$ cat src/sv/contact_manifold_merge_top_defines.svh
// assertion macros for the contact manifold merge block
// no dependencies; included by the modules that carry assertions
`ifndef CONTACT_MANIFOLD_MERGE_TOP_DEFINES_SVH
`define CONTACT_MANIFOLD_MERGE_TOP_DEFINES_SVH
`ifndef NO_ASSERTIONS
// checked while out of reset
`define CMM_ASSERT(label, clk, rst_n, prop) \
  label: assert property (@(posedge clk) disable iff (!rst_n) prop) \
    else $error("cmm assertion failed");
// checked at every edge, reset included
`define CMM_ASSERT_ALWAYS(label, clk, prop) \
  label: assert property (@(posedge clk) prop) \
    else $error("cmm assertion failed");
`else
`define CMM_ASSERT(label, clk, rst_n, prop)
`define CMM_ASSERT_ALWAYS(label, clk, prop)
`endif
`endif

$ cat src/sv/cmm_pkg.sv
// shared types and constants of the contact manifold merge block
// no dependencies
package cmm_pkg;

  localparam int CacheEntries = 4;
  localparam int IdxW         = $clog2(CacheEntries);
  localparam int CountW       = $clog2(CacheEntries + 1);
  localparam int CoordW       = 24;
  localparam int DiffW        = CoordW + 1;
  localparam int ProdW        = 2 * DiffW;
  localparam int CrossW       = ProdW + 1;
  localparam int LoW          = (CrossW + 1) / 2;
  localparam int HiW          = CrossW - LoW;
  localparam int AreaW        = 2 * CrossW + 2;
  localparam int RadiusW      = 48;
  localparam logic [RadiusW-1:0] RadiusReset = 48'd6711;

  localparam logic [1:0] ActKeep    = 2'd0;
  localparam logic [1:0] ActUpdate  = 2'd1;
  localparam logic [1:0] ActAppend  = 2'd2;
  localparam logic [1:0] ActReplace = 2'd3;

  localparam logic [2:0] FlagContinued = 3'b001;
  localparam logic [2:0] FlagNew       = 3'b010;
  localparam logic [2:0] FlagReplaced  = 3'b100;

  localparam logic [1:0] CompX = 2'd0;
  localparam logic [1:0] CompY = 2'd1;
  localparam logic [1:0] CompZ = 2'd2;

  typedef enum logic [3:0] {
    OP_NONE, OP_LOAD, OP_DMUL, OP_DCMP, OP_XMUL, OP_XSQ, OP_XACC, OP_ACMP, OP_COMMIT
  } dp_op_e;

  typedef struct packed {
    dp_op_e          op;
    logic [IdxW-1:0] idx;
    logic [1:0]      comp;
  } dp_cmd_t;

  typedef struct packed {
    logic have_match;
    logic full;
    logic out_free;
  } dp_stat_t;

  // corner entries of the quadrilateral left when entry k is dropped
  function automatic logic [IdxW-1:0] area_p(input logic [IdxW-1:0] k);
    return (k == 2'd0) ? 2'd1 : 2'd0;
  endfunction

  function automatic logic [IdxW-1:0] area_q(input logic [IdxW-1:0] k);
    return (k == 2'd3) ? 2'd2 : 2'd3;
  endfunction

  function automatic logic [IdxW-1:0] area_r(input logic [IdxW-1:0] k);
    return (k == 2'd0 || k == 2'd1) ? 2'd2 : 2'd1;
  endfunction

endpackage

$ cat src/sv/cmm_ctrl.sv
// sequencer for the distance scan, area evaluation and result commit
// depends on cmm_pkg
module cmm_ctrl import cmm_pkg::*; (
  input  logic     clk_i,
  input  logic     rst_ni,
  input  logic     in_valid_i,
  output logic     in_ready_o,
  input  dp_stat_t stat_i,
  output dp_cmd_t  cmd_o
);

  typedef enum logic [3:0] {
    S_IDLE, S_DMUL, S_DCMP, S_DECIDE, S_XMUL, S_XSQ, S_XACC, S_ACMP, S_RESULT
  } state_e;

  state_e          state_q;
  logic [IdxW-1:0] idx_q;
  logic [1:0]      comp_q;

  assign in_ready_o = state_q == S_IDLE;

  always_comb begin
    cmd_o.idx  = idx_q;
    cmd_o.comp = comp_q;
    case (state_q)
      S_IDLE:   cmd_o.op = in_valid_i ? OP_LOAD : OP_NONE;
      S_DMUL:   cmd_o.op = OP_DMUL;
      S_DCMP:   cmd_o.op = OP_DCMP;
      S_XMUL:   cmd_o.op = OP_XMUL;
      S_XSQ:    cmd_o.op = OP_XSQ;
      S_XACC:   cmd_o.op = OP_XACC;
      S_ACMP:   cmd_o.op = OP_ACMP;
      S_RESULT: cmd_o.op = stat_i.out_free ? OP_COMMIT : OP_NONE;
      default:  cmd_o.op = OP_NONE;
    endcase
  end

  always_ff @(posedge clk_i or negedge rst_ni) begin
    if (!rst_ni) begin
      state_q <= S_IDLE;
      idx_q   <= '0;
      comp_q  <= CompX;
    end else begin
      case (state_q)
        S_IDLE: begin
          idx_q <= '0;
          if (in_valid_i) state_q <= S_DMUL;
        end
        S_DMUL: state_q <= S_DCMP;
        S_DCMP: begin
          idx_q <= idx_q + 1'b1;
          state_q <= (idx_q == IdxW'(CacheEntries - 1)) ? S_DECIDE : S_DMUL;
        end
        S_DECIDE: begin
          idx_q  <= '0;
          comp_q <= CompX;
          state_q <= (stat_i.have_match || !stat_i.full) ? S_RESULT : S_XMUL;
        end
        S_XMUL: state_q <= S_XSQ;
        S_XSQ:  state_q <= S_XACC;
        S_XACC: begin
          if (comp_q == CompZ) begin
            state_q <= S_ACMP;
          end else begin
            comp_q  <= comp_q + 1'b1;
            state_q <= S_XMUL;
          end
        end
        S_ACMP: begin
          comp_q <= CompX;
          idx_q  <= idx_q + 1'b1;
          state_q <= (idx_q == IdxW'(CacheEntries - 1)) ? S_RESULT : S_XMUL;
        end
        S_RESULT: if (stat_i.out_free) state_q <= S_IDLE;
        default: state_q <= S_IDLE;
      endcase
    end
  end

endmodule

$ cat config.mk
export PLATFORM = sky130hd
export DESIGN_NAME = cmm_ctrl
export DESIGN_NICKNAME = d
export VERILOG_FILES = /design/src/sv/contact_manifold_merge_top_defines.svh /design/src/sv/cmm_pkg.sv /design/src/sv/cmm_ctrl.sv
export SDC_FILE = /design/constraint.sdc
export NUM_CORES = 1
export LEC_CHECK = 0
export ABC_CLOCK_PERIOD_IN_PS = 1850
export BUFFER_PORTS_ARGS = -buffer_cell sky130_fd_sc_hd__buf_2
export CAP_MARGIN = 15
export CELL_PAD_IN_SITES_DETAIL_PLACEMENT = 1
export CELL_PAD_IN_SITES_GLOBAL_PLACEMENT = 1
export CORE_MARGIN = 4
export CORE_UTILIZATION = 35
export CTS_CLUSTER_DIAMETER = 80
export CTS_CLUSTER_SIZE = 25
export DETAILED_ROUTE_END_ITERATION = 10
export HOLD_SLACK_MARGIN = 0.06
export MAX_ROUTING_LAYER = met4
export PLACE_DENSITY_LB_ADDON = 0.12
export SYNTH_ARGS = -nofsm -noshare
export SYNTH_HDL_FRONTEND = slang
export SYNTH_SLANG_ARGS = --single-unit
$ cat constraint.sdc
create_clock -name clk_i -period 1.85 [get_ports clk_i]
set_input_delay 0.2775 -clock clk_i [delete_from_list [all_inputs] [get_ports clk_i]]
set_output_delay 0.2775 -clock clk_i [all_outputs]
set_load 0.02 [all_outputs]
* After elaboration in Yosys (flattened, before gate mapping)
Cells that the tools add are included.
** Word-level totals
- Register bits :: 8
- Logic and storage cells :: 41
- Bits of input ports :: 6
** Cells by class
- Muxes and demuxes :: 13
- Reduce and logical (&&, ||, !) cells :: 10
- Eq/ne operators :: 13
- $add $sub $neg :: 2
** Operator list (number)
- 4-bit one-hot mux with 9 select lines :: 1
- 4-bit one-hot mux with 8 select lines :: 1
- 4-bit 2-to-1 mux :: 5
- 4-bit by 3-bit equality test with 1-bit output (second input constant) :: 4
- 4-bit by 2-bit equality test with 1-bit output (second input constant) :: 2
- 2-bit one-hot mux with 2 select lines :: 2
- 2-bit 2-to-1 mux :: 3
- 2-bit inequality test (second input constant) :: 3
- 2-bit OR reduction :: 3
- 2-bit by 1-bit adder with 2-bit output (second input constant) :: 2
- 2-bit equality test (second input constant) :: 2
- 4-bit by 1-bit equality test with 1-bit output (second input constant) :: 1
- 4-bit equality test (second input constant) :: 1
- 4-bit zero test :: 1
- 2-bit AND reduction :: 2
- 2-bit nonzero test :: 2
- 1-bit zero test :: 1
- 1-bit logical OR :: 1
- 1-bit 2-to-1 mux :: 1

* Depth between registers and ports, before layout
Gate-level depths: netlist of the first run.
- Depth in word-level cells :: 4
- Mapped depth :: 5
- Gate-level depth less buffers :: 5

* Least setup slack after synthesis of the first run
Ideal clock, no wire load.
- Path type :: flip-flop to output port
- From :: reg state_q[0]
- To :: out in_ready_o
- Arrival :: 1303 ps
- Buffers on the path :: 1
- Path slack :: 270 ps
- Data required time :: 1572 ps
- Stages on the path, launching flop included :: 3
- Cells stage by stage :: dfrtp_1 clkbuf_1 nor4_1
** On the way
- Cells in the longest elaborated chain, start to end :: 1
** RTL lines
- from (decl) :: RTL line cmm_ctrl.sv:16 : state_e state_q;
- from (signal assigned) :: RTL line cmm_ctrl.sv:52 : state_q <= (idx_q == IdxW'(CacheEntries - 1)) ? S_DECIDE : S_DMUL;
- from (signal assigned) :: RTL line cmm_ctrl.sv:57 : state_q <= (stat_i.have_match || !stat_i.full) ? S_RESULT : S_XMUL;
- from (signal assigned) :: RTL line cmm_ctrl.sv:72 : state_q <= (idx_q == IdxW'(CacheEntries - 1)) ? S_RESULT : S_XMUL;
- 4-bit zero test :: RTL line cmm_ctrl.sv:20 : assign in_ready_o = state_q == S_IDLE;
- to (decl) :: RTL line cmm_ctrl.sv:7 : output logic in_ready_o,
Every way passes these cells.

==> results of run 1 <==
==> flip-flops by register name, indices dropped and copies added, names as in the netlist <==
signal / flops
state_q: 4
idx_q: 2
comp_q: 2
==> kinds of logic (layout without fill, tap and decap cells) <==
logic type      Yosys count  after routing
compound gates           11             11
xor+xnor                  1              1
fa+ha+maj                 2              2
buf+inv                   7             22
flops                     8              8
mux                       2              2
simple gates             27             27
==> routing by layer <==
layer / wire (µm) / global-route usage, % / vias to the layer above
met3: 64 / 1.15 / 2
met4: 18 / 8.29 / 0
met5: 0 / - / -
li1: - / - / 235
met2: 568 / 21.7 / 17
met1: 590 / 18.3 / 232
==> worst paths after layout <==
path / depth (start not counted) / endpoint / slack, ns / from
setup / recovery: 5 / cmd_o[4] / 0.17 / state_q[0]
max in group asynchronous: 2 / state_q[0] / 1.27 / rst_ni
hold reg to reg: 1 / comp_q[0] / 0.55 / comp_q[0]
hold / removal: 2 / state_q[3] / 0.21 / stat_i[0]
setup reg to reg: 3 / idx_q[0] / 0.41 / state_q[1]
min in group asynchronous: 2 / comp_q[0] / 0.40 / rst_ni
==> Yosys cell counts (all sizes together) <==
cell / number
nor3: 3
a2111oi: 1
nor4: 1
nand2b: 1
nand3: 2
nand2: 4
inv: 3
or3b: 1
a21oi: 3
a22o: 1
or3: 1
nor2b: 4
o2111ai: 1
dfrtp: 8
o21ai: 3
xnor2: 1
and3: 1
buf: 3
clkbuf: 1
and2b: 2
o311ai: 1
ha: 2
a32o: 1
mux2: 2
nand4b: 1
nor2: 6
==> layout make-up <==
class | instances | area, µm² | share of cell area, %
Sequential cell | 8 | 201 | 31.6
Tap cell | 15 | 18.8 | 2.94
Multi-Input combinational cell | 43 | 297 | 46.5
Timing Repair Buffer | 16 | 87.6 | 13.7
Inverter | 3 | 11.3 | 1.76
Clock buffer | 3 | 22.5 | 3.53
==> per-stage QoR <==
step | area (µm²) | util, % | hold WS, ns | std cells | setup WS (ns)
2_1_floorplan | 529 | - | -0.0181 | 58 | 0.270
3_3_place_gp | 604 | 44.2 | 0.131 | 84 | 0.402
3_5_place_dp | 604 | 44.2 | 0.132 | 84 | 0.383
4_1_cts | 637 | 46.6 | 0.195 | 88 | 0.0834
5_1_grt | 638 | 46.7 | 0.219 | 88 | 0.0304
6_report | 638 | 46.7 | 0.205 | 88 | 0.168
==> report_power, final <==
part | internal (mW) | switching (mW)
sequential | 0.248 | 0.149
combinational | 0.292 | 0.349
clock | 0.0743 | 0.0604
==> worst max-delay path, cell delays in order, from the launching register on <==
cell and delay, ns:
dfrtp_2 0.48, buf_4 0.18, nor2_1 0.08, o21ai_0 0.09, a21oi_1 0.14, buf_2 0.18
==> what timing repair did <==
action,in CTS,in global routing
gates resized for setup,0,1
endpoints found under the hold margin,8,0
endpoints found under the setup margin,0,2
hold buffers,1,0
==> results.yml, run 1 <==
status:
  status: "complete, no violations"
layout:
  layout_commonest_cell: "buf_2"
  insertedDiodeCount: 0
  syn_to_final_growth_pct: 20.6
  finalNetCount: 83
  drive_above_1_share_pct: 31.5
  final_cell_mix: "14 x buf_2, 7 x dfrtp_1, 6 x nor2_1"
  nFillCells: 170
power:
  p_leak_nw: 0.315
  peakVddDrop_uv: 666
  power_mw: 1.17
  powerDensity_mw_per_mm2: 1840
clocking:
  clkSlewWorstSetupHoldPaths_ns: 0.06
  cts_max_level: 1
  cts_setup_buffers: 0
  clkSinkCount: 8
  clk_path_buf_depth: 2
  numCtsBuffers: 3
  cts-root-buf: "clkbuf_4"
  cts_tree: "built"
  clock_latency_ns: 0.25
floorplan:
  die_h_um: 46.9
  die_x_um: 46.9
  row_count: 13
  io_pins: 15
  design.die.area_mm2: 0.00220
  coreArea_mm2: 0.00137
  initial_core_util_pct: 38.7
logic_synthesis:
  synth_adder_area_share_pct: 4.73
  synth_top_cell_by_area: "dfrtp_1"
  synth-compound-area-share_pct: 15.4
  syn_nets: 66
  synth_top_area_share_pct: 37.8
  syn_area_um2: 529
  yosysWarnings: 0
  synth_simple_gate_area_share_pct: 29.3
  syn_area_per_cell_um2: 9.13
  synth-xor-area-share_pct: 1.65
  synth_top_family_by_area: "simple AND/OR/NAND/NOR gates"
  synthTopCellsByArea: "dfrtp_1 38%, ha_1 4.7%, nor2_1 4.3%"
  postSynthCellCount: 58
  ys_ff_latch: 8
  synthMuxAreaShare_pct: 4.96
  ys_types: 31
  synth.yosys.seq_area_share_pct: 37.8
sta:
  skew_ns: 0.00521
  timing.final.crit_share_pct: 90.9
  fmax_ghz: 0.594
  hold_violations: 0
  finalSetupViolations: 0
  tightest_slew_ns: 0.455
  fin_tns_setup_ns: 0
  relSlewSlack_pct: 69.7
  rsz0062_at_grt: "no"
  post-route-min-period_ns: 1.68
  slew_violations: 0
route:
  drt_iter0_markers: 6
  drc: 0
  antenna_left: 0
  vias_per_cell: 5.52
  num_vias: 486
  routed_wl_um: 1240
  wl_per_cell_um: 14.1
  dr.pass1.iters: 4
worst_setup_path:
  end_kind: "output port"
  crit_type: "reg2out"
  crit_required_ns: 1.57
  critPathLaunchType: "flop"
  crit_arrival_ns: 1.40
  critPathMaxFanout: 12
global_route:
  track_usage_pct: 14.3
  grt_pass1_vias: 476
  grt_max_degree: 13
  antenna_found_initial: 0
  grt_pass1_wl_um: 2150
  overflow: 0
job:
  drv_cap: 0
place:
  globalplace.congestion: 0.723
  hpwl_um: 941
  numPortBuffers: 14
hold_path:
  hold_class: "in2reg"
No activity file was read; power rests on OpenSTA's default activity.
==> inputs of run 2 (changes only) <==
Settings changed: PLACE_DENSITY set to 0.82, PLACE_DENSITY_LB_ADDON 0.12 to unset.
==> run 2 against run 1 <==
Net effect: highest routed layer unchanged; global-route usage up 0.15 points; largest cell class unchanged; critical path type unchanged; combinational power down 3.3%; cell count down 1.1%.
==> results.yml, run 2 (synthesized netlist as in run 1, its figures left out) <==
worst_setup_path:
  crit_required_ns: 1.57
  rrSetupSlack_ns: 0.40
  critPathMaxFanout: 15
  crit_type: "reg2out"
  worstRegToRegCells: 3
  reg2reg_from: "state_q[2]"
  worstReg2RegEnd: "idx_q[0]"
  crit_arrival_ns: 1.44
  end_kind: "output port"
  critPathLaunchType: "flop"
global_route:
  antenna_found_initial: 0
  use_met3_pct: 5.75
  gr-usage-met1_pct: 16.3
  grt-busiest-layer: "met2"
  overflow: 0
  grt_util_met2_pct: 23.0
  track_usage_pct: 14.4
  grt_pass1_wl_um: 2130
  grt_max_degree: 16
  grt_pass1_vias: 492
place:
  place_area_um2: 597
  dpl_worst_slack_ns: 0.274
  numPortBuffers: 14
  hpwl_um: 944
  globalplace.congestion: 0.819
sta:
  post-route-min-period_ns: 1.72
  postLayoutSetupSlackWorst_ns: 0.130
  skew_ns: 0.00768
  tightest_slew_ns: 0.453
  relSlewSlack_pct: 69.8
  fmax_ghz: 0.581
  finalSetupViolations: 0
  slew_violations: 0
  rsz0062_at_grt: "no"
  timing.final.crit_share_pct: 93.0
  hold_violations: 0
  fin_tns_setup_ns: 0
clocking:
  clkSinkCount: 8
  clkSlewWorstSetupHoldPaths_ns: 0.06
  cts-root-buf: "clkbuf_4"
  numCtsBuffers: 3
  clock_latency_ns: 0.26
  cts_setup_buffers: 0
  clk_path_buf_depth: 2
  cts_max_level: 1
  cts_tree: "built"
layout:
  final_area_um2: 631
  insertedDiodeCount: 0
  top_register: "state_q"
  post-route-util_pct: 46.2
  syn_to_final_growth_pct: 19.1
  drive_above_1_share_pct: 30.6
  finalNetCount: 82
  final_cell_mix: "14 x buf_2, 7 x dfrtp_1, 6 x nor2_1"
  layout_commonest_cell: "buf_2"
  largest_reg_flops: 4
  reg_top3: "state_q x4, comp_q x2, idx_q x2"
route:
  wl_per_cell_um: 14.7
  antenna_left: 0
  drt_iter0_markers: 4
  drc: 0
  dr.pass1.iters: 3
  num_vias: 478
  routed_wl_um: 1280
  vias_per_cell: 5.49
floorplan:
  initial_core_util_pct: 38.7
  design.die.area_mm2: 0.00220
  coreArea_mm2: 0.00137
  die_h_um: 46.9
  io_pins: 15
  die_x_um: 46.9
  row_count: 13
hold_path:
  hold_class: "in2reg"
  hold_depth: 2
  hold_end: "state_q[3]"
  holdCritStartpoint: "stat_i[0]"
power:
  p_leak_nw: 0.310
  powerDensity_mw_per_mm2: 1850
  peakVddDrop_uv: 738
status:
  status: "complete, no violations"
job:
  drv_cap: 0
-- run 2: changes by cell type in the layout (fill, tap and decap cells not counted), sizes merged --
| cell | change |
|---|---|
| buf | -1 |
-- run 2: worst max-delay path by stage --
stage                          start          to  slack [ns]  cells past startpoint
after global routing      state_q[2]    cmd_o[7]        0.01                      3
after global placement    state_q[0]    cmd_o[5]        0.35                      4
after detailed placement  state_q[0]    cmd_o[5]        0.27                      4
final                     state_q[0]    cmd_o[5]        0.13                      4
after CTS                 state_q[0]    cmd_o[5]        0.12                      4
after floorplan           state_q[0]  in_ready_o        0.27                      2
-- run 2: area by class of cell --
| class | instances | area [µm²] |
|---|---|---|
| inverters | 3 | 11.3 |
| repair buffers | 15 | 80.1 |
| fillers | 172 | 736 |
| well taps | 15 | 18.8 |
| clock buffers | 3 | 22.5 |
| multi-input cells | 43 | 297 |
| flip-flops and latches | 8 | 201 |
-- run 2: worst max-delay path, stage by stage (launching register included) --
cell     delay (ns)
dfrtp_2        0.51
nor2b_1        0.30
xnor2_1        0.16
nor2_1         0.05
buf_2          0.17
-- run 2: what timing repair did --
item | 4_1_cts | 5_1_grt
hold buffers | 1 | 0
setup endpoints to repair | 1 | 0
hold endpoints to repair | 8 | 0
resized for setup | 1 | 0
-- run 2: report_power, final --
| group | switching (mW) | total (mW) | internal [mW] |
|---|---|---|---|
| Clock | 0.0615 | 0.136 | 0.0744 |
| Combinational | 0.343 | 0.621 | 0.278 |
| Sequential | 0.160 | 0.408 | 0.248 |
| Total | 0.565 | 1.16 | 0.600 |
-- run 2: metal layers --
metal	share of wire [%]	wire length, µm
met5	0	0
met4	0.94	12
met3	4.5	58
met2	51	658
met1	43	552
-- run 2: metrics by stage --
stage | hold WS (ns) | power [mW] | std cells
after global placement | 0.133 | 1.00 | 83
final | 0.207 | 1.16 | 87
after CTS | 0.201 | 1.18 | 87
after floorplan | -0.0181 | 0.860 | 58
after detailed placement | 0.137 | 1.03 | 83
after global routing | 0.222 | 1.27 | 87
==> inputs of run 3 (changes only) <==
Settings changed: MAX_ROUTING_LAYER met4 to unset.
==> run 3 against run 2 <==
Net effect: setup slack got worse by 0.0021 ns; cell count unchanged; critical path type unchanged; global-route usage decreased by 0.45 points; clock skew decreased by 0.0019 ns; critical path depth unchanged; maximum frequency decreased by 0.12%; die area unchanged; sequential cell count unchanged; first-iteration DRC count decreased by 50%.
==> results.yml, run 3 (synthesized netlist as in run 1, its figures left out) <==
sta:
  relSlewSlack_pct: 70.2
  fin_tns_setup_ns: 0
  rsz0062_at_grt: "no"
  hold_ws_ns: 0.209
  fmax_ghz: 0.581
  finalSetupViolations: 0
  slew_violations: 0
  hold_violations: 0
  postLayoutSetupSlackWorst_ns: 0.128
  timing.final.crit_share_pct: 93.1
  skew_ns: 0.00581
  post-route-min-period_ns: 1.72
  tightest_slew_ns: 0.446
global_route:
  grt_pass1_vias: 501
  grt_max_degree: 16
  track_usage_pct: 14.0
  overflow: 0
  antenna_found_initial: 0
  grt_pass1_wl_um: 2140
worst_setup_path:
  critPathTopFamily: "flip-flops"
  worstReg2RegEnd: "idx_q[0]"
  path_cells: "nor2b_1, xnor2_1, nor2_1, buf_2"
  crit_slowest_cell: "dfrtp_2"
  crit_path_start: "state_q[0]"
  crit_required_ns: 1.57
  crit_type: "reg2out"
  rrSetupSlack_ns: 0.40
  end_kind: "output port"
  worstRegToRegCells: 3
  reg2reg_from: "state_q[2]"
  critPathLaunchType: "flop"
  cp_slowest_stage_delay_ns: 0.51
  cp_num_buf_inv: 1
  critPathMaxFanout: 15
  crit_arrival_ns: 1.44
route:
  drc: 0
  dr.pass1.iters: 4
  wl_per_cell_um: 14.7
  num_vias: 481
  drt_iter0_markers: 2
  routed_wl_um: 1280
  antenna_left: 0
  vias_per_cell: 5.53
power:
  seq_power_share_pct: 35.1
  swShare_pct: 48.3
  powerDensity_mw_per_mm2: 1840
  pwr-share-clk_pct: 11.5
  p_int_mw: 0.600
  p_leak_nw: 0.310
  peakVddDrop_uv: 735
  pwr-share-comb_pct: 53.4
  p_switching_mw: 0.560
floorplan:
  initial_core_util_pct: 38.7
  io_pins: 15
  die_x_um: 46.9
  die_h_um: 46.9
  design.die.area_mm2: 0.00220
  row_count: 13
  coreArea_mm2: 0.00137
clocking:
  cts_max_level: 1
  clock_latency_ns: 0.25
  cts_tree: "built"
  cts_setup_buffers: 0
  numCtsBuffers: 3
  cts-root-buf: "clkbuf_4"
  clkSlewWorstSetupHoldPaths_ns: 0.06
  clk_path_buf_depth: 2
  clkSinkCount: 8
layout:
  top_register: "state_q"
  finalNetCount: 82
  insertedDiodeCount: 0
  drive_above_1_share_pct: 30.6
  reg_top3: "state_q x4, comp_q x2, idx_q x2"
  largest_reg_flops: 4
  final_area_um2: 631
  final_cell_mix: "14 x buf_2, 7 x dfrtp_1, 6 x nor2_1"
  layout_commonest_cell: "buf_2"
  syn_to_final_growth_pct: 19.1
  post-route-util_pct: 46.2
hold_path:
  holdCritStartpoint: "stat_i[0]"
  hold_end: "state_q[3]"
  hold_class: "in2reg"
  hold_depth: 2
place:
  globalplace.congestion: 0.807
  numPortBuffers: 14
  hpwl_um: 944
  place_area_um2: 597
  dpl_worst_slack_ns: 0.274
job:
  drv_cap: 0
status:
  status: "complete, no violations"
-- run 3: metrics by stage --
step / power, mW / cells
4_1_cts: 1.18 / 87
2_1_floorplan: 0.860 / 58
6_report: 1.16 / 87
3_3_place_gp: 1.00 / 83
3_5_place_dp: 1.03 / 83
5_1_grt: 1.27 / 87
-- run 3: timing repair --
item	CTS	global route
hold buffers	1	0
hold endpoints to repair	8	0
gates resized for setup	1	0
setup endpoints to repair	1	0
-- run 3: per-layer routing --
metal  vias up  share of wire [%]  GRT usage (%)
li1        237                  -              -
met1       234                 45           16.3
met2         8                 50           23.0
met3         2                3.8           5.75
met4         0               0.94           4.97
met5         -                  0              0
-- run 3: worst max-delay path by stage --
| stage | endpoint | depth (start not counted) | slack (ns) |
|---|---|---|---|
| floorplan | in_ready_o | 2 | 0.27 |
| global placement | cmd_o[5] | 4 | 0.35 |
| detailed placement | cmd_o[5] | 4 | 0.27 |
| CTS | cmd_o[5] | 4 | 0.12 |
| global route | cmd_o[7] | 3 | 0.01 |
| finish | cmd_o[5] | 4 | 0.13 |
-- run 3: area by class of cell --
type,count,area [µm²]
Fill cell,172,736
Multi-Input combinational cell,43,297
Sequential cell,8,201
Timing Repair Buffer,15,80.1
Clock buffer,3,22.5
Tap cell,15,18.8
Inverter,3,11.3
-- run 3: power by group through the flow --
stage | registers, mW | logic (mW) | clock network [mW]
after detailed placement | 0.408 | 0.626 | 0
after floorplan | 0.349 | 0.511 | 0
after global routing | 0.432 | 0.689 | 0.151
after global placement | 0.398 | 0.607 | 0
final | 0.407 | 0.620 | 0.134
after CTS | 0.408 | 0.630 | 0.143
